## src/sv/rdfc8_pkg.sv

```systemverilog
// Shared types, protocol constants and the CRC8 step for the register datagram framer.
package rdfc8_pkg;

    // Protocol bytes
    localparam logic [7:0] SYNC_BYTE   = 8'h05;
    localparam logic [7:0] CRC_POLY    = 8'h07;
    localparam logic [7:0] WRITE_FLAG  = 8'h80;
    localparam logic [7:0] MASTER_ADDR = 8'hFF;

    // Configuration register indexes
    localparam logic CFG_NODE_ADDRESS = 1'b0;
    localparam logic CFG_SKIP_ECHO    = 1'b1;

    // Result word kinds (m_axis_tuser)
    localparam logic KIND_TX    = 1'b0;
    localparam logic KIND_REPLY = 1'b1;

    // Command opcodes on s_axis_tuser
    typedef enum logic [1:0] {
        OP_WRITE   = 2'd0,
        OP_READ    = 2'd1,
        OP_RX_BYTE = 2'd2
    } t_op;

    // Work handed from front to back
    typedef enum logic [1:0] {
        CMD_WRITE = 2'd0,
        CMD_READ  = 2'd1,
        CMD_REPLY = 2'd2
    } t_cmd_kind;

    typedef struct packed {
        t_cmd_kind   kind;
        logic [7:0]  node;
        logic [6:0]  reg_addr;
        logic [31:0] value;     // write data, or reply value
        logic        ok;        // reply check result
    } t_cmd;

    // Index of the CRC byte in each outgoing datagram
    localparam logic [2:0] WRITE_LAST_IDX = 3'd7;
    localparam logic [2:0] READ_LAST_IDX  = 3'd3;

    // Fold one byte into the CRC, LSB first
    function automatic logic [7:0] crc8_feed(logic [7:0] crc, logic [7:0] data);
        logic [7:0] c;
        logic       fb;
        c = crc;
        for (int i = 0; i < 8; i++) begin
            fb = c[7] ^ data[i];
            c  = {c[6:0], 1'b0};
            if (fb) begin
                c = c ^ CRC_POLY;
            end
        end
        return c;
    endfunction

endpackage

```

## src/sv/rdfc8_front.sv

```systemverilog
// Front end: takes command words, holds configuration, tracks the reply receiver.
module rdfc8_front (
    input  logic              i_clk,
    input  logic              i_rst_n,
    input  logic              i_cfg_wr_en,
    input  logic              i_cfg_index,
    input  logic [7:0]        i_cfg_wdata,
    input  logic              i_accept,
    input  logic [1:0]        i_op,
    input  logic [6:0]        i_reg_address,
    input  logic [31:0]       i_write_value,
    input  logic [7:0]        i_rx_byte,
    output logic              o_push,
    output rdfc8_pkg::t_cmd   o_cmd
);

    logic [7:0]  r_node_address;
    logic        r_skip_echo;

    logic        r_awaiting, n_awaiting;
    logic [6:0]  r_expected_reg, n_expected_reg;
    logic [3:0]  r_rx_index, n_rx_index;
    logic [7:0]  r_rx_crc, n_rx_crc;
    logic        r_header_good, n_header_good;
    logic [31:0] r_value_shift, n_value_shift;

    logic [2:0]  w_k;
    logic        w_ok;

    // Configuration registers
    always_ff @(posedge i_clk) begin
        if (!i_rst_n) begin
            r_node_address <= 8'h00;
            r_skip_echo    <= 1'b1;
        end else if (i_cfg_wr_en) begin
            case (i_cfg_index)
                rdfc8_pkg::CFG_NODE_ADDRESS: r_node_address <= i_cfg_wdata;
                rdfc8_pkg::CFG_SKIP_ECHO:    r_skip_echo    <= i_cfg_wdata[0];
                default: ;
            endcase
        end
    end

    // Position within the reply: index 4 maps to reply byte 0
    assign w_k  = r_rx_index[2:0] + 3'd4;
    assign w_ok = r_header_good && (r_rx_crc == i_rx_byte);

    // Classify the word and advance the receiver
    always_comb begin
        n_awaiting     = r_awaiting;
        n_expected_reg = r_expected_reg;
        n_rx_index     = r_rx_index;
        n_rx_crc       = r_rx_crc;
        n_header_good  = r_header_good;
        n_value_shift  = r_value_shift;
        o_push         = 1'b0;
        o_cmd.kind     = rdfc8_pkg::CMD_WRITE;
        o_cmd.node     = r_node_address;
        o_cmd.reg_addr = i_reg_address;
        o_cmd.value    = i_write_value;
        o_cmd.ok       = 1'b0;
        if (i_accept) begin
            case (i_op)
                rdfc8_pkg::OP_WRITE: begin
                    o_push = 1'b1;
                end
                rdfc8_pkg::OP_READ: begin
                    o_push         = 1'b1;
                    o_cmd.kind     = rdfc8_pkg::CMD_READ;
                    n_awaiting     = 1'b1;
                    n_expected_reg = i_reg_address;
                    n_rx_index     = r_skip_echo ? 4'd0 : 4'd4;
                    n_rx_crc       = 8'h00;
                    n_header_good  = 1'b1;
                    n_value_shift  = 32'h0;
                end
                rdfc8_pkg::OP_RX_BYTE: begin
                    if (r_awaiting) begin
                        if (r_rx_index < 4'd4) begin
                            // drop echoed request byte
                            n_rx_index = r_rx_index + 4'd1;
                        end else if (w_k == 3'd7) begin
                            o_push         = 1'b1;
                            o_cmd.kind     = rdfc8_pkg::CMD_REPLY;
                            o_cmd.value    = w_ok ? r_value_shift : 32'h0;
                            o_cmd.ok       = w_ok;
                            n_awaiting     = 1'b0;
                            n_rx_index     = 4'd0;
                            n_rx_crc       = 8'h00;
                            n_header_good  = 1'b1;
                            n_value_shift  = 32'h0;
                        end else begin
                            if (w_k == 3'd0 && i_rx_byte != rdfc8_pkg::SYNC_BYTE) begin
                                n_header_good = 1'b0;
                            end
                            if (w_k == 3'd1 && i_rx_byte != rdfc8_pkg::MASTER_ADDR) begin
                                n_header_good = 1'b0;
                            end
                            if (w_k == 3'd2 && i_rx_byte != {1'b0, r_expected_reg}) begin
                                n_header_good = 1'b0;
                            end
                            if (w_k >= 3'd3) begin
                                n_value_shift = {r_value_shift[23:0], i_rx_byte};
                            end
                            n_rx_crc   = rdfc8_pkg::crc8_feed(r_rx_crc, i_rx_byte);
                            n_rx_index = r_rx_index + 4'd1;
                        end
                    end
                end
                default: ;
            endcase
        end
    end

    always_ff @(posedge i_clk) begin
        if (!i_rst_n) begin
            r_awaiting     <= 1'b0;
            r_expected_reg <= 7'h00;
            r_rx_index     <= 4'd0;
            r_rx_crc       <= 8'h00;
            r_header_good  <= 1'b1;
            r_value_shift  <= 32'h0;
        end else begin
            r_awaiting     <= n_awaiting;
            r_expected_reg <= n_expected_reg;
            r_rx_index     <= n_rx_index;
            r_rx_crc       <= n_rx_crc;
            r_header_good  <= n_header_good;
            r_value_shift  <= n_value_shift;
        end
    end

    // A reply always disarms the receiver
    a_reply_disarms: assert property (@(posedge i_clk) disable iff (!i_rst_n)
        o_push && o_cmd.kind == rdfc8_pkg::CMD_REPLY |=> !r_awaiting)
        else $error("receiver still armed after reply");

endmodule

```

## src/sv/rdfc8_cmd_fifo.sv

```systemverilog
// Command queue between front end and datagram back end.
module rdfc8_cmd_fifo #(
    parameter int DEPTH = 4
) (
    input  logic              i_clk,
    input  logic              i_rst_n,
    input  logic              i_push,
    input  rdfc8_pkg::t_cmd   i_cmd,
    input  logic              i_pop,
    output logic              o_full,
    output logic              o_valid,
    output rdfc8_pkg::t_cmd   o_cmd
);

    localparam int AW = (DEPTH > 1) ? $clog2(DEPTH) : 1;
    localparam int CW = $clog2(DEPTH + 1);

    rdfc8_pkg::t_cmd r_mem [DEPTH];
    logic [AW-1:0]   r_wr_ptr, r_rd_ptr;
    logic [CW-1:0]   r_count;
    logic            w_do_pop;

    assign o_full   = (r_count == CW'(DEPTH));
    assign o_valid  = (r_count != '0);
    assign o_cmd    = r_mem[r_rd_ptr];
    assign w_do_pop = i_pop && o_valid;

    // Store entries
    always_ff @(posedge i_clk) begin
        if (i_push) begin
            r_mem[r_wr_ptr] <= i_cmd;
        end
    end

    // Advance pointers and occupancy
    always_ff @(posedge i_clk) begin
        if (!i_rst_n) begin
            r_wr_ptr <= '0;
            r_rd_ptr <= '0;
            r_count  <= '0;
        end else begin
            if (i_push) begin
                r_wr_ptr <= (r_wr_ptr == AW'(DEPTH - 1)) ? '0 : r_wr_ptr + 1'b1;
            end
            if (w_do_pop) begin
                r_rd_ptr <= (r_rd_ptr == AW'(DEPTH - 1)) ? '0 : r_rd_ptr + 1'b1;
            end
            if (i_push && !w_do_pop) begin
                r_count <= r_count + 1'b1;
            end else if (!i_push && w_do_pop) begin
                r_count <= r_count - 1'b1;
            end
        end
    end

    a_no_overflow: assert property (@(posedge i_clk) disable iff (!i_rst_n)
        i_push |-> !o_full)
        else $error("push into full command queue");

endmodule

```

## src/sv/rdfc8_back.sv

```systemverilog
// Back end: serializes datagrams with CRC8 and drives the result output register.
module rdfc8_back (
    input  logic              i_clk,
    input  logic              i_rst_n,
    input  logic              i_cmd_valid,
    input  rdfc8_pkg::t_cmd   i_cmd,
    output logic              o_pop,
    output logic              o_tvalid,
    input  logic              i_tready,
    output logic              o_tuser,
    output logic              o_tlast,
    output logic [47:0]       o_tdata
);

    logic [2:0]  r_idx, n_idx;
    logic [7:0]  r_crc, n_crc;
    logic        r_tvalid, n_tvalid;
    logic        r_tuser, n_tuser;
    logic        r_tlast, n_tlast;
    logic [47:0] r_tdata, n_tdata;

    logic        w_adv;
    logic        w_is_write;
    logic [2:0]  w_last_idx;
    logic        w_is_last;
    logic [7:0]  w_byte;
    logic [7:0]  w_byte_out;

    assign w_adv      = !r_tvalid || i_tready;
    assign w_is_write = (i_cmd.kind == rdfc8_pkg::CMD_WRITE);
    assign w_last_idx = w_is_write ? rdfc8_pkg::WRITE_LAST_IDX : rdfc8_pkg::READ_LAST_IDX;
    assign w_is_last  = (r_idx == w_last_idx);
    assign w_byte_out = w_is_last ? r_crc : w_byte;

    // Pick the datagram byte at the current position
    always_comb begin
        case (r_idx)
            3'd0:    w_byte = rdfc8_pkg::SYNC_BYTE;
            3'd1:    w_byte = i_cmd.node;
            3'd2:    w_byte = w_is_write ? ({1'b0, i_cmd.reg_addr} | rdfc8_pkg::WRITE_FLAG)
                                         : {1'b0, i_cmd.reg_addr};
            3'd3:    w_byte = w_is_write ? i_cmd.value[31:24] : 8'h00;
            3'd4:    w_byte = i_cmd.value[23:16];
            3'd5:    w_byte = i_cmd.value[15:8];
            3'd6:    w_byte = i_cmd.value[7:0];
            default: w_byte = 8'h00;
        endcase
    end

    // Emit one word per cycle while the output slot frees up
    always_comb begin
        n_idx    = r_idx;
        n_crc    = r_crc;
        n_tvalid = r_tvalid;
        n_tuser  = r_tuser;
        n_tlast  = r_tlast;
        n_tdata  = r_tdata;
        o_pop    = 1'b0;
        if (i_cmd_valid && w_adv) begin
            n_tvalid = 1'b1;
            if (i_cmd.kind == rdfc8_pkg::CMD_REPLY) begin
                o_pop   = 1'b1;
                n_tuser = rdfc8_pkg::KIND_REPLY;
                n_tlast = 1'b0;
                n_tdata = {7'h00, i_cmd.ok, i_cmd.value, 8'h00};
            end else begin
                n_tuser = rdfc8_pkg::KIND_TX;
                n_tlast = w_is_last;
                n_tdata = {7'h00, 1'b0, 32'h0, w_byte_out};
                if (w_is_last) begin
                    o_pop = 1'b1;
                    n_idx = 3'd0;
                    n_crc = 8'h00;
                end else begin
                    n_idx = r_idx + 3'd1;
                    n_crc = rdfc8_pkg::crc8_feed(r_crc, w_byte);
                end
            end
        end else if (i_tready) begin
            n_tvalid = 1'b0;
        end
    end

    always_ff @(posedge i_clk) begin
        if (!i_rst_n) begin
            r_idx    <= 3'd0;
            r_crc    <= 8'h00;
            r_tvalid <= 1'b0;
        end else begin
            r_idx    <= n_idx;
            r_crc    <= n_crc;
            r_tvalid <= n_tvalid;
        end
    end

    // Hold payload
    always_ff @(posedge i_clk) begin
        r_tuser <= n_tuser;
        r_tlast <= n_tlast;
        r_tdata <= n_tdata;
    end

    assign o_tvalid = r_tvalid;
    assign o_tuser  = r_tuser;
    assign o_tlast  = r_tlast;
    assign o_tdata  = r_tdata;

    a_frame_head_held: assert property (@(posedge i_clk) disable iff (!i_rst_n)
        r_idx != 3'd0 |-> i_cmd_valid)
        else $error("datagram in progress without its command");

    a_last_is_tx: assert property (@(posedge i_clk) disable iff (!i_rst_n)
        r_tvalid && r_tlast |-> r_tuser == rdfc8_pkg::KIND_TX)
        else $error("end-of-datagram flag on a reply word");

endmodule

```

## src/sv/register_datagram_framer_crc8_core.sv

```systemverilog
// Top level of the register datagram framer: front end, command queue and back end.
// The input side takes one word per cycle as long as the command queue has room; a received
// line byte only updates the reply checker and queues nothing until the last reply byte.
// The back end sends one output word per cycle while m_axis_tready allows: a write command
// yields eight bytes, a read request four bytes and a completed reply one word, so a steady
// stream of writes is paced by the byte serializer.
// CRC8 (polynomial 0x07, init 0, LSB first) is folded one byte per output word.
module register_datagram_framer_crc8_core #(
    parameter int FIFO_DEPTH = 4
) (
    input  logic        i_clk,
    input  logic        i_rst_n,
    input  logic        i_cfg_wr_en,
    input  logic        i_cfg_index,     // 0 node_address, 1 skip_echo
    input  logic [7:0]  i_cfg_wdata,
    input  logic        s_axis_tvalid,
    output logic        s_axis_tready,
    input  logic [1:0]  s_axis_tuser,    // op
    input  logic [47:0] s_axis_tdata,    // reg_address[6:0], write_value[38:7], rx_byte[46:39]
    output logic        m_axis_tvalid,
    input  logic        m_axis_tready,
    output logic        m_axis_tuser,    // kind
    output logic        m_axis_tlast,    // last
    output logic [47:0] m_axis_tdata     // tx_byte[7:0], read_value[39:8], read_ok[40]
);

    logic            w_accept;
    logic            w_push;
    rdfc8_pkg::t_cmd w_push_cmd;
    logic            w_full;
    logic            w_head_valid;
    rdfc8_pkg::t_cmd w_head_cmd;
    logic            w_pop;

    assign s_axis_tready = !w_full;
    assign w_accept      = s_axis_tvalid && s_axis_tready;

    rdfc8_front u_front (
        .i_clk         (i_clk),
        .i_rst_n       (i_rst_n),
        .i_cfg_wr_en   (i_cfg_wr_en),
        .i_cfg_index   (i_cfg_index),
        .i_cfg_wdata   (i_cfg_wdata),
        .i_accept      (w_accept),
        .i_op          (s_axis_tuser),
        .i_reg_address (s_axis_tdata[6:0]),
        .i_write_value (s_axis_tdata[38:7]),
        .i_rx_byte     (s_axis_tdata[46:39]),
        .o_push        (w_push),
        .o_cmd         (w_push_cmd)
    );

    rdfc8_cmd_fifo #(
        .DEPTH (FIFO_DEPTH)
    ) u_cmd_fifo (
        .i_clk   (i_clk),
        .i_rst_n (i_rst_n),
        .i_push  (w_push),
        .i_cmd   (w_push_cmd),
        .i_pop   (w_pop),
        .o_full  (w_full),
        .o_valid (w_head_valid),
        .o_cmd   (w_head_cmd)
    );

    rdfc8_back u_back (
        .i_clk       (i_clk),
        .i_rst_n     (i_rst_n),
        .i_cmd_valid (w_head_valid),
        .i_cmd       (w_head_cmd),
        .o_pop       (w_pop),
        .o_tvalid    (m_axis_tvalid),
        .i_tready    (m_axis_tready),
        .o_tuser     (m_axis_tuser),
        .o_tlast     (m_axis_tlast),
        .o_tdata     (m_axis_tdata)
    );

endmodule
```

## config.mk

```make
export PLATFORM = sky130hd
export DESIGN_NAME = register_datagram_framer_crc8_core
export DESIGN_NICKNAME = d
export VERILOG_FILES = /design/src/sv/rdfc8_pkg.sv /design/src/sv/rdfc8_front.sv /design/src/sv/rdfc8_cmd_fifo.sv /design/src/sv/rdfc8_back.sv /design/src/sv/register_datagram_framer_crc8_core.sv
export SDC_FILE = /design/constraint.sdc
export NUM_CORES = 1
export LEC_CHECK = 0
export CAP_MARGIN = 10
export CORE_UTILIZATION = 25
export CTS_CLUSTER_DIAMETER = 40
export CTS_CLUSTER_SIZE = 16
export DETAILED_ROUTE_END_ITERATION = 7
export DONT_BUFFER_PORTS = 1
export SETUP_SLACK_MARGIN = 0.1
export SYNTH_ARGS = -nofsm -noshare
export SYNTH_HDL_FRONTEND = slang
export SYNTH_HIERARCHICAL = 1
export SYNTH_SLANG_ARGS = --single-unit
```

## constraint.sdc

```tcl
create_clock -name i_clk -period 4.4 [get_ports i_clk]
set_input_delay 0.88 -clock i_clk [delete_from_list [all_inputs] [get_ports i_clk]]
set_output_delay 0.88 -clock i_clk [all_outputs]
set_load 0.02 [all_outputs]
```

==> results of run 1 <==
[metrics by stage]
step	hold WS, ns	total power, mW
after floorplan	0.438	4.53
after global placement	0.458	4.73
after detailed placement	0.464	4.75
after CTS	0.398	8.55
after global routing	0.400	8.77
final	0.422	8.46
[cells in the mapped netlist, drive strengths merged (4+ instances only)]
| library cell | instances |
|---|---|
| xnor2 | 32 |
| dfxtp | 83 |
| or3 | 6 |
| a21oi | 25 |
| nand2 | 42 |
| xnor3 | 7 |
| mux4 | 50 |
| nand3 | 13 |
| nor3 | 9 |
| nor3b | 4 |
| clkbuf | 28 |
| and2 | 45 |
| nand4 | 5 |
| nor2b | 13 |
| inv | 23 |
| nor2 | 64 |
| a22oi | 43 |
| xor2 | 13 |
| ha | 20 |
| o21a | 5 |
| a221oi | 6 |
| buf | 41 |
| edfxtp | 243 |
| a22o | 36 |
| o21ai | 27 |
| a222oi | 4 |
| a211oi | 4 |
| mux2i | 14 |
| a21o | 4 |
[metal layers]
metal	global-route usage	wire length, µm
met4	0.0350	628
met2	0.194	16300
met3	0.0389	2610
met5	0	41
met1	0.154	15000
[final timing paths]
| path | endpoint | from | slack, ns |
|---|---|---|---|
| worst max-delay path | u_back/r_crc[5] | flop | 0.92 |
| worst min-delay path | u_front/r_skip_echo | i_rst_n | 0.42 |
| worst max register to register | u_back/r_crc[5] | flop | 0.92 |
| worst min register to register | u_front/r_header_good | u_front/r_header_good | 0.47 |
[worst max-delay path, stage by stage, from the launching register on]
cell,delay (ns)
sky130_fd_sc_hd__dfxtp_4,0.59
sky130_fd_sc_hd__buf_4,0.31
sky130_fd_sc_hd__mux4_2,0.58
sky130_fd_sc_hd__a222oi_1,0.38
sky130_fd_sc_hd__a21oi_1,0.16
sky130_fd_sc_hd__a21oi_1,0.29
sky130_fd_sc_hd__xnor2_1,0.28
sky130_fd_sc_hd__xnor3_1,0.41
sky130_fd_sc_hd__or2_0,0.21
sky130_fd_sc_hd__a31oi_1,0.17
[area by class of cell]
type	instances	area share
sequential	326	0.546
multi-input combinational	537	0.280
clock buffer	52	0.0734
tap	748	0.0570
clock inverter	31	0.0242
timing repair buffer	26	0.0134
inverter	23	0.00526
antenna	2	0.000305
[power by group through the flow]
stage | Clock (mW) | Combinational (mW) | Sequential [mW]
floorplan | 0 | 0.754 | 3.78
finish | 3.78 | 0.914 | 3.76
global placement | 0 | 0.905 | 3.83
global route | 3.98 | 1.00 | 3.78
CTS | 3.85 | 0.923 | 3.77
detailed placement | 0 | 0.919 | 3.83
[logic make-up (layout without fill, tap and decap cells)]
kind of cell             count (synthesis)  in the layout  share of synthesized area
buffers and inverters                   92            132                     0.0379
multiplexers                            66             66                     0.0917
AND/OR/NAND/NOR                        214            214                     0.0782
XOR/XNOR                                53             53                     0.0434
other                                    1              9                   0.000267
AO/OA/AOI/OAI                          176            176                     0.0920
adder cells (fa/ha/maj)                 21             21                     0.0192
flip-flops                             326            326                      0.637
[cells in the final DEF (no fill, tap or decap), drive strengths merged, types with 7 or more instances in the layout]
master / n
a22oi: 43
mux4: 50
nor3: 9
ha: 20
clkbuf: 52
xnor2: 32
mux2i: 14
dfxtp: 83
inv: 31
edfxtp: 243
xor2: 13
a21oi: 25
nor2b: 13
nor2: 64
nand2: 42
and2: 45
o21ai: 27
a22o: 36
nand3: 13
xnor3: 7
clkinv: 12
buf: 26
conb: 7
==> impl_results.rst, run 1 <==
.. list-table::
   :header-rows: 1

   * - Metric
     - Value
   * - Outcome
     - finished, final reports clean
   * - Initial core utilization
     - 0.254
   * - Count of unique library cells instantiated by Yosys
     - 71
   * - Crit Path Class
     - flop to flop
   * - Clock insertion delay at the later pin of the skew report
     - around 0.55 ns
   * - Port-buffer cells
     - 0
   * - Final worst setup slack
     - approximately 0.92 ns
   * - Placed Area
     - about 15000 µm²
   * - FP Rows
     - between 80 and 90
   * - Number of antenna violations at the first check in global routing
     - 5
   * - Htree depth
     - 2
   * - Final core utilization
     - 0.297
   * - Area taken by flip-flops and latches
     - between 8000 and 9000 µm²
   * - Number of buffers created by CTS
     - 45
   * - Number of flip-flops in the largest register
     - 200
   * - Cell at the root of the clock tree
     - sky130_fd_sc_hd__clkbuf_16
   * - Number of nets in the layout
     - ~1000
   * - Fraction of layout instances using a drive strength above 1
     - 0.175
   * - Via count of the first global-routing pass
     - 7967
   * - Proportion of power drawn by combinational gates
     - 0.108
   * - Maximum number of pins on one net before global-route repair
     - 50
   * - Cells taking the most area after synthesis
     - sky130_fd_sc_hd__edfxtp_1 52%, sky130_fd_sc_hd__dfxtp_1 12%, sky130_fd_sc_hd__mux4_2 8.0%, sky130_fd_sc_hd__a22oi_1 2.3%, sky130_fd_sc_hd__a22o_1 2.2%
   * - Wire length of the first global-routing pass
     - 51200 µm
   * - Final sum of negative setup slack
     - 0 ns
   * - Final period demand of the worst path
     - between 3 and 4 ns
   * - Post-Route WL
     - about 35000 µm
   * - Clock tree from TritonCTS
     - done
   * - Die extent in y
     - about 240 µm
   * - Number of vias per cell
     - between 4 and 5
   * - Arrival time worst endpoint
     - about 4.0 ns
   * - Final non-filler cell total
     - between 1500 and 2000
   * - Total iterations of the first detailed-routing run
     - 5
   * - Core outline area
     - 55300 µm²
   * - RSZ-0062 raised after global routing
     - no
   * - Peak clock frequency supported by timing
     - 0.287 GHz
   * - Post-route DRC
     - 0
   * - Least-Margin Pin Slew
     - ~1.1 ns
   * - Total I/O pin count
     - 116
   * - Longest Clk Path Bufs
     - 3
   * - Startpoint type of the worst setup path
     - flop
   * - Area overhead of the layout relative to synthesis
     - 16.8%
   * - Number of cells in the design after placement
     - 1660
   * - Most flop-heavy register
     - u_cmd_fifo/r_mem
   * - Cell area after layout
     - between 15000 and 20000 µm²
   * - Synth Area per Inst
     - approximately 15 µm²
   * - Final count of negative-setup-slack endpoints
     - 0
   * - Post-synth top area share
     - 0.519
   * - Power share of the sequential group
     - 0.445
   * - Type of the worst min-delay path
     - input port to flop
   * - Placement Setup Slack
     - between 0.8 and 0.9 ns
   * - Power density over cell area
     - 515 nW/µm²
   * - Hold-fix buffer count after cts
     - 0
   * - CP Data Required Time
     - 4.87 ns
   * - Leakage Power
     - between 5 and 6 nW
   * - Half-perimeter wire length after detailed placement
     - 24700 µm
   * - Die Width
     - around 240 µm
   * - DIE AREA
     - ~57000 µm²
   * - Cell area after synthesis
     - ~14000 µm²
   * - Number of filler cells placed in the layout
     - between 5000 and 6000
   * - Skew final
     - ~0.014 ns
   * - Post-route antenna net violation count
     - 0
   * - Number of DRC markers after the initial detailed-route iteration
     - a little under 600
   * - Cells resized by post-CTS repair
     - 0
   * - Clock slew at reported path FFs
     - 0.06 ns
   * - # Post-CTS Setup Buffers
     - 0
   * - Share of synthesized flip-flops with an asynchronous set or reset
     - 0
   * - Per-cell routed wire length
     - between 15 and 20 µm
   * - Biggest fanout along the worst timing path
     - 19
   * - Total congestion overflow
     - 0
   * - Power spent charging and discharging nets
     - roughly 2.2 mW
   * - Sequential area share after synthesis
     - 0.637
   * - Footprint of the multi-input gates
     - between 4000 and 5000 µm²
   * - Most used flip-flop cell after synthesis
     - sky130_fd_sc_hd__edfxtp_1
   * - Final Max Slew Viols
     - 0
   * - Final period util
     - 0.791
   * - Post-synthesis instance total
     - ~950
   * - Cell internal pwr
     - 6.29 mW
   * - Depth of the worst hold-timing path
     - 1
   * - Switching share of total power
     - 0.257
   * - Max-cap violations
     - 0
   * - Number of synthesized flops with an enable pin
     - between 200 and 250
   * - All-Layer GR Usage
     - 0.120
   * - Relative max-transition margin
     - 0.238
   * - Synth Warn #
     - 6
   * - Via Count
     - 7967
   * - Worst supply voltage drop on vdd
     - between 0.2 and 0.25 mV
   * - Final estimated routing congestion in global placement
     - ~0.81
   * - Portion of total power attributed to the clock network
     - 0.447
   * - TritonCTS sink count
     - between 300 and 400
   * - Cell taking the most area after synthesis
     - sky130_fd_sc_hd__edfxtp_1
   * - Nature of the critical path endpoint
     - flop
   * - Endpoints failing hold
     - 0
   * - Synthesized flop and latch total
     - ~330
   * - Cells on worst reg2reg path
     - 9
Note: power is estimated with default switching activity, not from simulation.
==> run 2: changes to the inputs <==
--- a/config.mk
+++ b/config.mk
@@ -5,6 +5,7 @@
 export SDC_FILE = /design/constraint.sdc
 export NUM_CORES = 1
 export LEC_CHECK = 0
+export ABC_AREA = 1
 export CAP_MARGIN = 10
 export CORE_UTILIZATION = 25
 export CTS_CLUSTER_DIAMETER = 40
==> constraint.sdc (replaced) <==
create_clock -name i_clk -period 3.5 [get_ports i_clk]
set_input_delay 0.7 -clock i_clk [delete_from_list [all_inputs] [get_ports i_clk]]
set_output_delay 0.7 -clock i_clk [all_outputs]
set_load 0.02 [all_outputs]
==> run 2 against run 1 <==
Effect of this change:
- register-to-register slack worse by 0.51 ns
- worst setup slack worse by 0.51 ns
- synthesized cell count is 64% higher
- non-clock buffer count is 1 higher
- sequential share of layout area is 3.5 points lower
- count of clock-buffer cells in the layout is 2 higher
- sequential power is 32% higher
- global-route usage is 0.95 points higher
- clock skew is 0.012 ns higher
- cell count is 36% higher
- combinational power is 130% higher
- first-iteration DRC count is 68% higher
- critical endpoint is now u_cmd_fifo/r_count[1]
- largest power group unchanged
- highest routed layer unchanged
==> impl_results.rst, run 2 <==
.. list-table::
   :header-rows: 1

   * - Metric
     - Value
   * - Outcome
     - finished, final reports clean
   * - Final period demand of the worst path
     - 3.09 ns (-0.391 ns)
   * - Crit-path max cell delay
     - 0.40 ns (-0.19 ns)
   * - Hold-fix buffer count after cts
     - 0 (unchanged)
   * - Number of flip-flops in the largest register
     - 200 (unchanged)
   * - Total iterations of the first detailed-routing run
     - 6 (+1)
   * - Most common library cells after synthesis
     - 270 x sky130_fd_sc_hd__nand2_1, 243 x sky130_fd_sc_hd__edfxtp_1, 240 x sky130_fd_sc_hd__nor2_1, 143 x sky130_fd_sc_hd__inv_1, 83 x sky130_fd_sc_hd__dfxtp_1
   * - Overall power of the completed layout
     - 12.3 mW (+45%)
   * - Max-cap violations
     - 0 (unchanged)
   * - Type of the worst min-delay path
     - input port to flop
   * - Maximum number of pins on one net before global-route repair
     - 58 (+16%)
   * - Half-perimeter wire length after detailed placement
     - 28000 µm (+13%)
   * - Peak clock frequency supported by timing
     - 0.324 GHz (+13%)
   * - Clock slew at reported path FFs
     - 0.06 ns (about the same)
   * - Crit Path Class
     - flop to flop
   * - Most frequent cells in the layout
     - 270 x sky130_fd_sc_hd__nand2_1, 243 x sky130_fd_sc_hd__edfxtp_1, 240 x sky130_fd_sc_hd__nor2_1
   * - Worst supply voltage drop on vdd
     - 0.404 mV (+63%)
   * - Number of filler cells placed in the layout
     - 6041 (+9.2%)
   * - Startpoint type of the worst setup path
     - flop
   * - Core outline area
     - 59400 µm² (+7.3%)
   * - Final worst setup slack
     - 0.412 ns (-0.509 ns)
   * - Clock tree from TritonCTS
     - done
   * - Worst flop-to-flop path endpoint
     - u_cmd_fifo/r_count[1]
   * - Via Count
     - 10800 (+36%)
   * - Critical path buffer and inverter count
     - 5 (+4)
   * - Most flop-heavy register
     - u_cmd_fifo/r_mem
   * - Synth Area per Inst
     - 9.73 µm² (-34%)
   * - Share of synthesized flip-flops with an asynchronous set or reset
     - 0 (unchanged)
   * - Depth of the worst hold-timing path
     - 0 (-1)
   * - Most frequent standard cell in the layout excluding fill and tap cells
     - sky130_fd_sc_hd__nand2_1
   * - Post-route antenna net violation count
     - 0 (unchanged)
   * - RSZ-0062 raised after global routing
     - no
   * - Biggest fanout along the worst timing path
     - 57 (+38)
   * - Endpoints failing hold
     - 0 (unchanged)
   * - Cells resized by post-CTS repair
     - 0 (unchanged)
   * - Cells taking the most area after synthesis
     - sky130_fd_sc_hd__edfxtp_1 48%, sky130_fd_sc_hd__dfxtp_1 11%, sky130_fd_sc_hd__nand2_1 6.7%, sky130_fd_sc_hd__nor2_1 6.0%, sky130_fd_sc_hd__inv_1 3.6%
   * - Cell at the root of the clock tree
     - sky130_fd_sc_hd__clkbuf_16
   * - Cells on worst reg2reg path
     - 15 (+6)
   * - CP cell instances
     - inv_12, nor2_1, o22ai_1, inv_1, nor2_1, clkinv_1, nand2_1, clkinv_1, nor2_1, nand2_1, ha_1, inv_2, fa_1, o21ai_0, nor2_1
   * - Most numerous cell on the critical path
     - sky130_fd_sc_hd__nor2_1
   * - Number of vias per cell
     - 4.55 (-0.24%)
   * - Total I/O pin count
     - 116 (unchanged)
   * - Post-Route WL
     - 40200 µm (+16%)
   * - Most common cell in the synthesized netlist
     - sky130_fd_sc_hd__nand2_1
   * - Post-synth top area share
     - 0.483 (-0.0362)
   * - Post-synthesis instance total
     - 1552 (+64%)
   * - Nature of the critical path endpoint
     - flop
   * - Relative max-transition margin
     - 0.286 (+0.0474)
   * - Placement Setup Slack
     - 0.480 ns (-0.395 ns)
   * - Per-cell routed wire length
     - 17.0 µm (-14%)
   * - Cell taking the most area after synthesis
     - sky130_fd_sc_hd__edfxtp_1
   * - Final count of negative-setup-slack endpoints
     - 0 (unchanged)
   * - Port-buffer cells
     - 0 (unchanged)
   * - Placed Area
     - 15700 µm² (+6.3%)
   * - FP Rows
     - 89 (+3.5%)
   * - TritonCTS sink count
     - 326 (unchanged)
   * - Clock insertion delay at the later pin of the skew report
     - 0.59 ns (+0.04 ns)
   * - Cell area after layout
     - 17500 µm² (+6.8%)
   * - All-Layer GR Usage
     - 0.130 (+0.00953)
   * - Final Max Slew Viols
     - 0 (unchanged)
   * - Startpoint of the most critical hold path
     - s_axis_tdata[4]
   * - Total congestion overflow
     - 0 (unchanged)
   * - Most used flip-flop cell after synthesis
     - sky130_fd_sc_hd__edfxtp_1
   * - Final estimated routing congestion in global placement
     - 0.885 (+9.4%)
   * - Crit path max-delay cell type
     - sky130_fd_sc_hd__dfxtp_2
   * - Skew final
     - 0.0266 ns (+0.0121 ns)
   * - Worst Hold End
     - u_cmd_fifo/r_mem[3][37]
   * - Number of DRC markers after the initial detailed-route iteration
     - 984 (+68%)
   * - Slack of the worst reg-to-reg path
     - 0.41 ns (-0.51 ns)
   * - Number of buffers created by CTS
     - 51 (+13%)
   * - Initial core utilization
     - 0.255 (+0.000431)
   * - DIE AREA
     - 61400 µm² (+7.4%)
   * - Area taken by flip-flops and latches
     - 8960 µm² (about the same)
   * - Number of nets in the layout
     - 1642 (+57%)
   * - Wire length of the first global-routing pass
     - 60500 µm (+18%)
   * - Leakage Power
     - 6.44 nW (+19%)
   * - Number of synthesized flops with an enable pin
     - 243 (unchanged)
   * - Count of unique library cells instantiated by Yosys
     - 50 (-30%)
   * - Via count of the first global-routing pass
     - 10400 (+30%)
   * - Longest Clk Path Bufs
     - 3 (unchanged)
   * - Least-Margin Pin Slew
     - 1.06 ns (-0.0777 ns)
   * - CP Data Required Time
     - 3.97 ns (-0.90 ns)
   * - Synthesized flop and latch total
     - 326 (unchanged)
   * - Number of diodes
     - 0 (-2)
   * - Top Family by Delay on Critical Path
     - simple AND/OR/NAND/NOR gates
   * - Arrival time worst endpoint
     - 3.56 ns (-0.39 ns)
   * - Number of antenna violations at the first check in global routing
     - 6 (+1)
   * - Power density over cell area
     - 699 nW/µm² (+36%)
   * - Die extent in y
     - 248 µm (+3.6%)
   * - Post-route DRC
     - 0 (unchanged)
   * - Die Width
     - 248 µm (+3.6%)
   * - Synth Warn #
     - 6 (unchanged)
   * - Sequential area share after synthesis
     - 0.593 (-0.0444)
   * - # Post-CTS Setup Buffers
     - 0 (unchanged)
   * - Cell area after synthesis
     - 15100 µm² (+7.5%)
   * - Area overhead of the layout relative to synthesis
     - 16.0%
   * - Htree depth
     - 2 (unchanged)
   * - Footprint of the multi-input gates
     - 4930 µm² (+7.2%)
   * - Final core utilization
     - 0.295 (-0.00142)
   * - Fraction of layout instances using a drive strength above 1
     - 0.136 (-0.0392)
   * - Final sum of negative setup slack
     - 0 ns (unchanged)
   * - Final period util
     - 0.882 (+0.0916)
## run 2: cell count changes after synthesis, sizes merged, moves of 36 or more
cell,delta
nand2,+265
nor2,+190
inv,+131
o21ai,+109
nand3,+54
o22ai,+53
mux4,-50
a22oi,-43
and2,-43
a21oi,+36
a22o,-36
## run 2: area by class of cell
cell class | count | area share
clock inverter | 42 | 0.0284
tap | 773 | 0.0552
multi-input combinational | 993 | 0.281
sequential | 326 | 0.511
timing repair buffer | 27 | 0.0158
inverter | 158 | 0.0347
clock buffer | 54 | 0.0734
## run 2: stage by stage
step	hold WS, ns	cells
global placement	0.434	2277
finish	0.215	2373
CTS	0.183	2373
floorplan	0.412	1558
detailed placement	0.435	2277
global route	0.184	2373
## run 2: layer usage
metal,GRT usage,wire length [µm],vias up
met5,0,66,-
met4,0.0408,1070,12
met3,0.0465,3660,78
met2,0.201,18100,328
met1,0.168,17300,5135
li1,-,-,5255
## run 2: worst max path at each step
stage                     slack, ns                     end  cells past startpoint
final                          0.41   u_cmd_fifo/r_count[1]                     15
after global routing           0.12   u_cmd_fifo/r_count[1]                     15
after CTS                      0.46   u_cmd_fifo/r_count[1]                     15
after detailed placement       0.48   u_cmd_fifo/r_count[1]                     15
after global placement         0.51   u_cmd_fifo/r_count[2]                     20
after floorplan                0.24  u_cmd_fifo/r_mem[0][0]                      8
## run 2: power breakdown
part	switching [mW]	total (mW)	internal [mW]
Clock	2.04	5.20	3.16
Combinational	1.48	2.08	0.606
Sequential	0.395	4.97	4.57
Total	3.91	12.3	8.34
## run 2: worst reg2reg max path: cells and delay by family (launching register included)
kind | cells | cell delay, ns
flip-flops | 1 | 0.40
AO/OA/AOI/OAI | 2 | 0.43
AND/OR/NAND/NOR | 6 | 0.90
buffers and inverters | 5 | 0.62
adder cells (fa/ha/maj) | 2 | 0.65
## run 2: cell families after synthesis
group           after synthesis  synth area share
buf+inv                     239            0.0825
fa+ha+maj                    21            0.0179
xor+xnor                     15           0.00969
other cells                   1          0.000248
simple gates                685             0.197
compound gates              265            0.0997
flops                       326             0.593
==> run 3: changes to the inputs <==
--- a/config.mk
+++ b/config.mk
@@ -13,6 +13,7 @@
 export DETAILED_ROUTE_END_ITERATION = 7
 export DONT_BUFFER_PORTS = 1
 export SETUP_SLACK_MARGIN = 0.1
+export SKIP_CTS_REPAIR_TIMING = 1
 export SYNTH_ARGS = -nofsm -noshare
 export SYNTH_HDL_FRONTEND = slang
 export SYNTH_HIERARCHICAL = 1
==> constraint.sdc (replaced) <==
create_clock -name i_clk -period 3.5 [get_ports i_clk]
set_input_delay 0.525 -clock i_clk [delete_from_list [all_inputs] [get_ports i_clk]]
set_output_delay 0.525 -clock i_clk [all_outputs]
set_load 0.02 [all_outputs]
==> run 3 against run 2 <==
Effect of this change:
- first-iteration DRC count fell by 3.0%
- count of clock-buffer cells in the layout is 2 higher
- cell count is essentially flat
- highest routed layer unchanged
- register-to-register slack improved by 0.095 ns
- power rose by 0.15%
- non-clock buffer count down 1
- clock skew is 0.012 ns lower
- flip-flop and latch count unchanged
- critical path type unchanged
- sequential power is essentially flat
- worst setup slack improved by 0.095 ns
- clock power about the same
==> impl_results.rst, run 3 (synthesis gave the netlist of run 2 again) <==
.. list-table::
   :header-rows: 1

   * - Metric
     - Value
   * - TritonCTS sink count
     - 326 (unchanged)
   * - Outcome
     - finished, final reports clean
   * - Worst supply voltage drop on vdd
     - 0.344 mV (-15%)
   * - Peak clock frequency supported by timing
     - 0.334 GHz (+3.2%)
   * - CP Data Required Time
     - 3.97 ns (about the same)
   * - Final non-filler cell total
     - 2372 (-0.042%)
   * - Overall power of the completed layout
     - 12.3 mW (+0.15%)
   * - Endpoints failing hold
     - 0 (unchanged)
   * - Via Count
     - 10900 (+0.68%)
   * - Crit Path Class
     - flop to flop
   * - Wire length of the first global-routing pass
     - 59500 µm (-1.7%)
   * - Maximum number of pins on one net before global-route repair
     - 66 (+14%)
   * - Number of flip-flops in the largest register
     - 200 (unchanged)
   * - Most numerous cell on the critical path
     - sky130_fd_sc_hd__nor2_1
   * - Final estimated routing congestion in global placement
     - 0.863 (-2.4%)
   * - Initial core utilization
     - 0.255 (unchanged)
   * - Arrival time worst endpoint
     - 3.46 ns (-0.10 ns)
   * - Per-cell routed wire length
     - 16.8 µm (-0.92%)
   * - Post-Route WL
     - 39800 µm (-0.96%)
   * - Number of DRC markers after the initial detailed-route iteration
     - 954 (-3.0%)
   * - Crit path max-delay cell type
     - sky130_fd_sc_hd__dfxtp_2
   * - Most flop-heavy register
     - u_cmd_fifo/r_mem
   * - Number of nets in the layout
     - 1641 (-0.061%)
   * - Slack of the worst reg-to-reg path
     - 0.51 ns (+0.10 ns)
   * - Cell at the root of the clock tree
     - sky130_fd_sc_hd__clkbuf_16
   * - Final Max Slew Viols
     - 0 (unchanged)
   * - All-Layer GR Usage
     - 0.128 (-0.00161)
   * - Htree depth
     - 2 (unchanged)
   * - Met2 capacity usage during global routing
     - 0.195 (-0.00549)
   * - DIE AREA
     - 61400 µm² (unchanged)
   * - Portion of total power attributed to the clock network
     - 0.426 (about the same)
   * - FP Rows
     - 89 (unchanged)
   * - Most frequent cells in the layout
     - 270 x sky130_fd_sc_hd__nand2_1, 243 x sky130_fd_sc_hd__edfxtp_1, 240 x sky130_fd_sc_hd__nor2_1
   * - Skew final
     - 0.0150 ns (-0.0116 ns)
   * - Startpoint type of the worst setup path
     - flop
   * - Leakage Power
     - 6.44 nW (about the same)
   * - Fraction of layout instances using a drive strength above 1
     - 0.131 (-0.00475)
   * - Number of vias per cell
     - 4.59 (+0.73%)
   * - Half-perimeter wire length after detailed placement
     - 27700 µm (-0.96%)
   * - Post-route DRC
     - 0 (unchanged)
   * - CP cell instances
     - inv_12, nor2_1, o22ai_1, inv_1, nor2_1, clkinv_1, nand2_1, clkinv_1, nor2_1, nand2_1, ha_1, inv_2, fa_1, o21ai_0, nor2_1
   * - Die Width
     - 248 µm (unchanged)
   * - Power share of the sequential group
     - 0.405 (about the same)
   * - Clock tree from TritonCTS
     - done
   * - Number of filler cells placed in the layout
     - 6034 (-0.12%)
   * - Final sum of negative setup slack
     - 0 ns (unchanged)
   * - Die extent in y
     - 248 µm (unchanged)
   * - Relative max-transition margin
     - 0.398 (+0.112)
   * - Final period demand of the worst path
     - 2.99 ns (-0.0954 ns)
   * - Met3 global-route usage
     - 0.0473 (+0.000757)
   * - Biggest fanout along the worst timing path
     - 65 (+14%)
   * - Most frequent standard cell in the layout excluding fill and tap cells
     - sky130_fd_sc_hd__nand2_1
   * - Least-Margin Pin Slew
     - 0.901 ns (-0.163 ns)
   * - Worst Hold End
     - u_cmd_fifo/r_mem[3][38]
   * - Total I/O pin count
     - 116 (unchanged)
   * - Via count of the first global-routing pass
     - 10100 (-2.3%)
   * - Depth of the worst hold-timing path
     - 0 (unchanged)
   * - Longest Clk Path Bufs
     - 3 (unchanged)
   * - Power spent charging and discharging nets
     - 3.82 mW (-2.3%)
   * - Area overhead of the layout relative to synthesis
     - 15.9%
   * - Clock slew at reported path FFs
     - 0.06 ns (about the same)
   * - Final count of negative-setup-slack endpoints
     - 0 (unchanged)
   * - Number of cells in the design after placement
     - 2276 (-0.044%)
   * - Final period util
     - 0.855 (-0.0273)
   * - Worst flop-to-flop path endpoint
     - u_cmd_fifo/r_count[1]
   * - Total iterations of the first detailed-routing run
     - 5 (-1)
   * - Cell area after layout
     - 17500 µm² (-0.11%)
   * - RSZ-0062 raised after global routing
     - no
   * - Number of buffers created by CTS
     - 51 (unchanged)
   * - Post-route antenna net violation count
     - 0 (unchanged)
   * - Max-cap violations
     - 0 (unchanged)
   * - Startpoint of the most critical hold path
     - s_axis_tdata[5]
   * - Switching share of total power
     - 0.312 (-0.00793)
   * - Met1 demand-to-capacity share in global routing
     - 0.166 (-0.00212)
   * - Highest-utilization routing layer at the global route stage
     - met2
   * - Cells on worst reg2reg path
     - 15 (unchanged)
   * - Cell internal pwr
     - 8.45 mW (+1.3%)
   * - Number of antenna violations at the first check in global routing
     - 6 (unchanged)
   * - Placed Area
     - 15700 µm² (-0.21%)
   * - Worst Hold Slack
     - 0.0428 ns (-0.172 ns)
   * - Nature of the critical path endpoint
     - flop
   * - Power density over cell area
     - 701 nW/µm² (+0.26%)
   * - Type of the worst min-delay path
     - input port to flop
   * - Total congestion overflow
     - 0 (unchanged)
   * - Proportion of power drawn by combinational gates
     - 0.170 (about the same)
   * - Clock insertion delay at the later pin of the skew report
     - 0.58 ns (about the same)
   * - Core outline area
     - 59400 µm² (unchanged)
   * - Crit-path max cell delay
     - 0.39 ns (about the same)
   * - Port-buffer cells
     - 0 (unchanged)
## run 3: cell types whose count changed in the layout (fill, tap and decap cells not counted), moves of 2 or more
cell and delta:
sky130_fd_sc_hd__bufinv_16 +2, sky130_fd_sc_hd__diode_2 +2, sky130_fd_sc_hd__buf_12 -2, sky130_fd_sc_hd__inv_6 -5, sky130_fd_sc_hd__clkinv_1 +3, sky130_fd_sc_hd__clkinvlp_4 -5
sky130_fd_sc_hd__clkinv_8 +2, sky130_fd_sc_hd__clkbuf_1 +2
## run 3: power groups by stage
stage          sequential (mW)  combinational [mW]  clock (mW)
2_1_floorplan             4.95                1.54           0
3_5_place_dp              5.05                2.06           0
6_report                  4.96                2.08        5.22
5_1_grt                   5.00                2.32        5.49
3_3_place_gp              5.03                2.01           0
4_1_cts                   4.97                2.07        5.33
## run 3: layer usage
layer	vias to the layer above	wire (µm)
met5	-	43
met4	8	1160
met3	71	3620
met2	360	17700
met1	5186	17300
li1	5257	-
## run 3: area by class of cell
cell class	instances	area, µm²	area share
well taps	773	967	0.0552
multi-input cells	993	4930	0.282
clock inverters	38	498	0.0284
inverters	158	608	0.0347
clock buffers	56	1290	0.0740
diodes	2	5.00	0.000286
flip-flops and latches	326	8960	0.512
repair buffers	26	245	0.0140
## run 3: worst max-delay path by stage
stage	start	endpoint	slack [ns]	depth (start not counted)
CTS	flop	u_cmd_fifo/r_count[1]	0.51	15
global route	flop	u_cmd_fifo/r_count[1]	0.20	15
floorplan	u_front/r_rx_index[0]	u_cmd_fifo/r_mem[0][0]	0.36	9
detailed placement	flop	u_cmd_fifo/r_count[1]	0.54	15
finish	flop	u_cmd_fifo/r_count[1]	0.51	15
global placement	flop	u_cmd_fifo/r_count[2]	0.58	20
## run 3: per-stage QoR
stage / utilization / setup WS [ns]
floorplan: - / 0.357
global placement: 0.265 / 0.585
detailed placement: 0.265 / 0.536
CTS: 0.295 / 0.507
global route: 0.295 / 0.200
finish: 0.295 / 0.507
## run 3: worst max-delay path, delay by kind of cell, from the launching register on
kind                       cells  cell delay, ns
AOI/OAI and AO/OA              2            0.39
DFF                            1            0.39
adders and majority gates      2            0.66
buffers and inverters          5            0.61
and+or+nand+nor                6            0.80
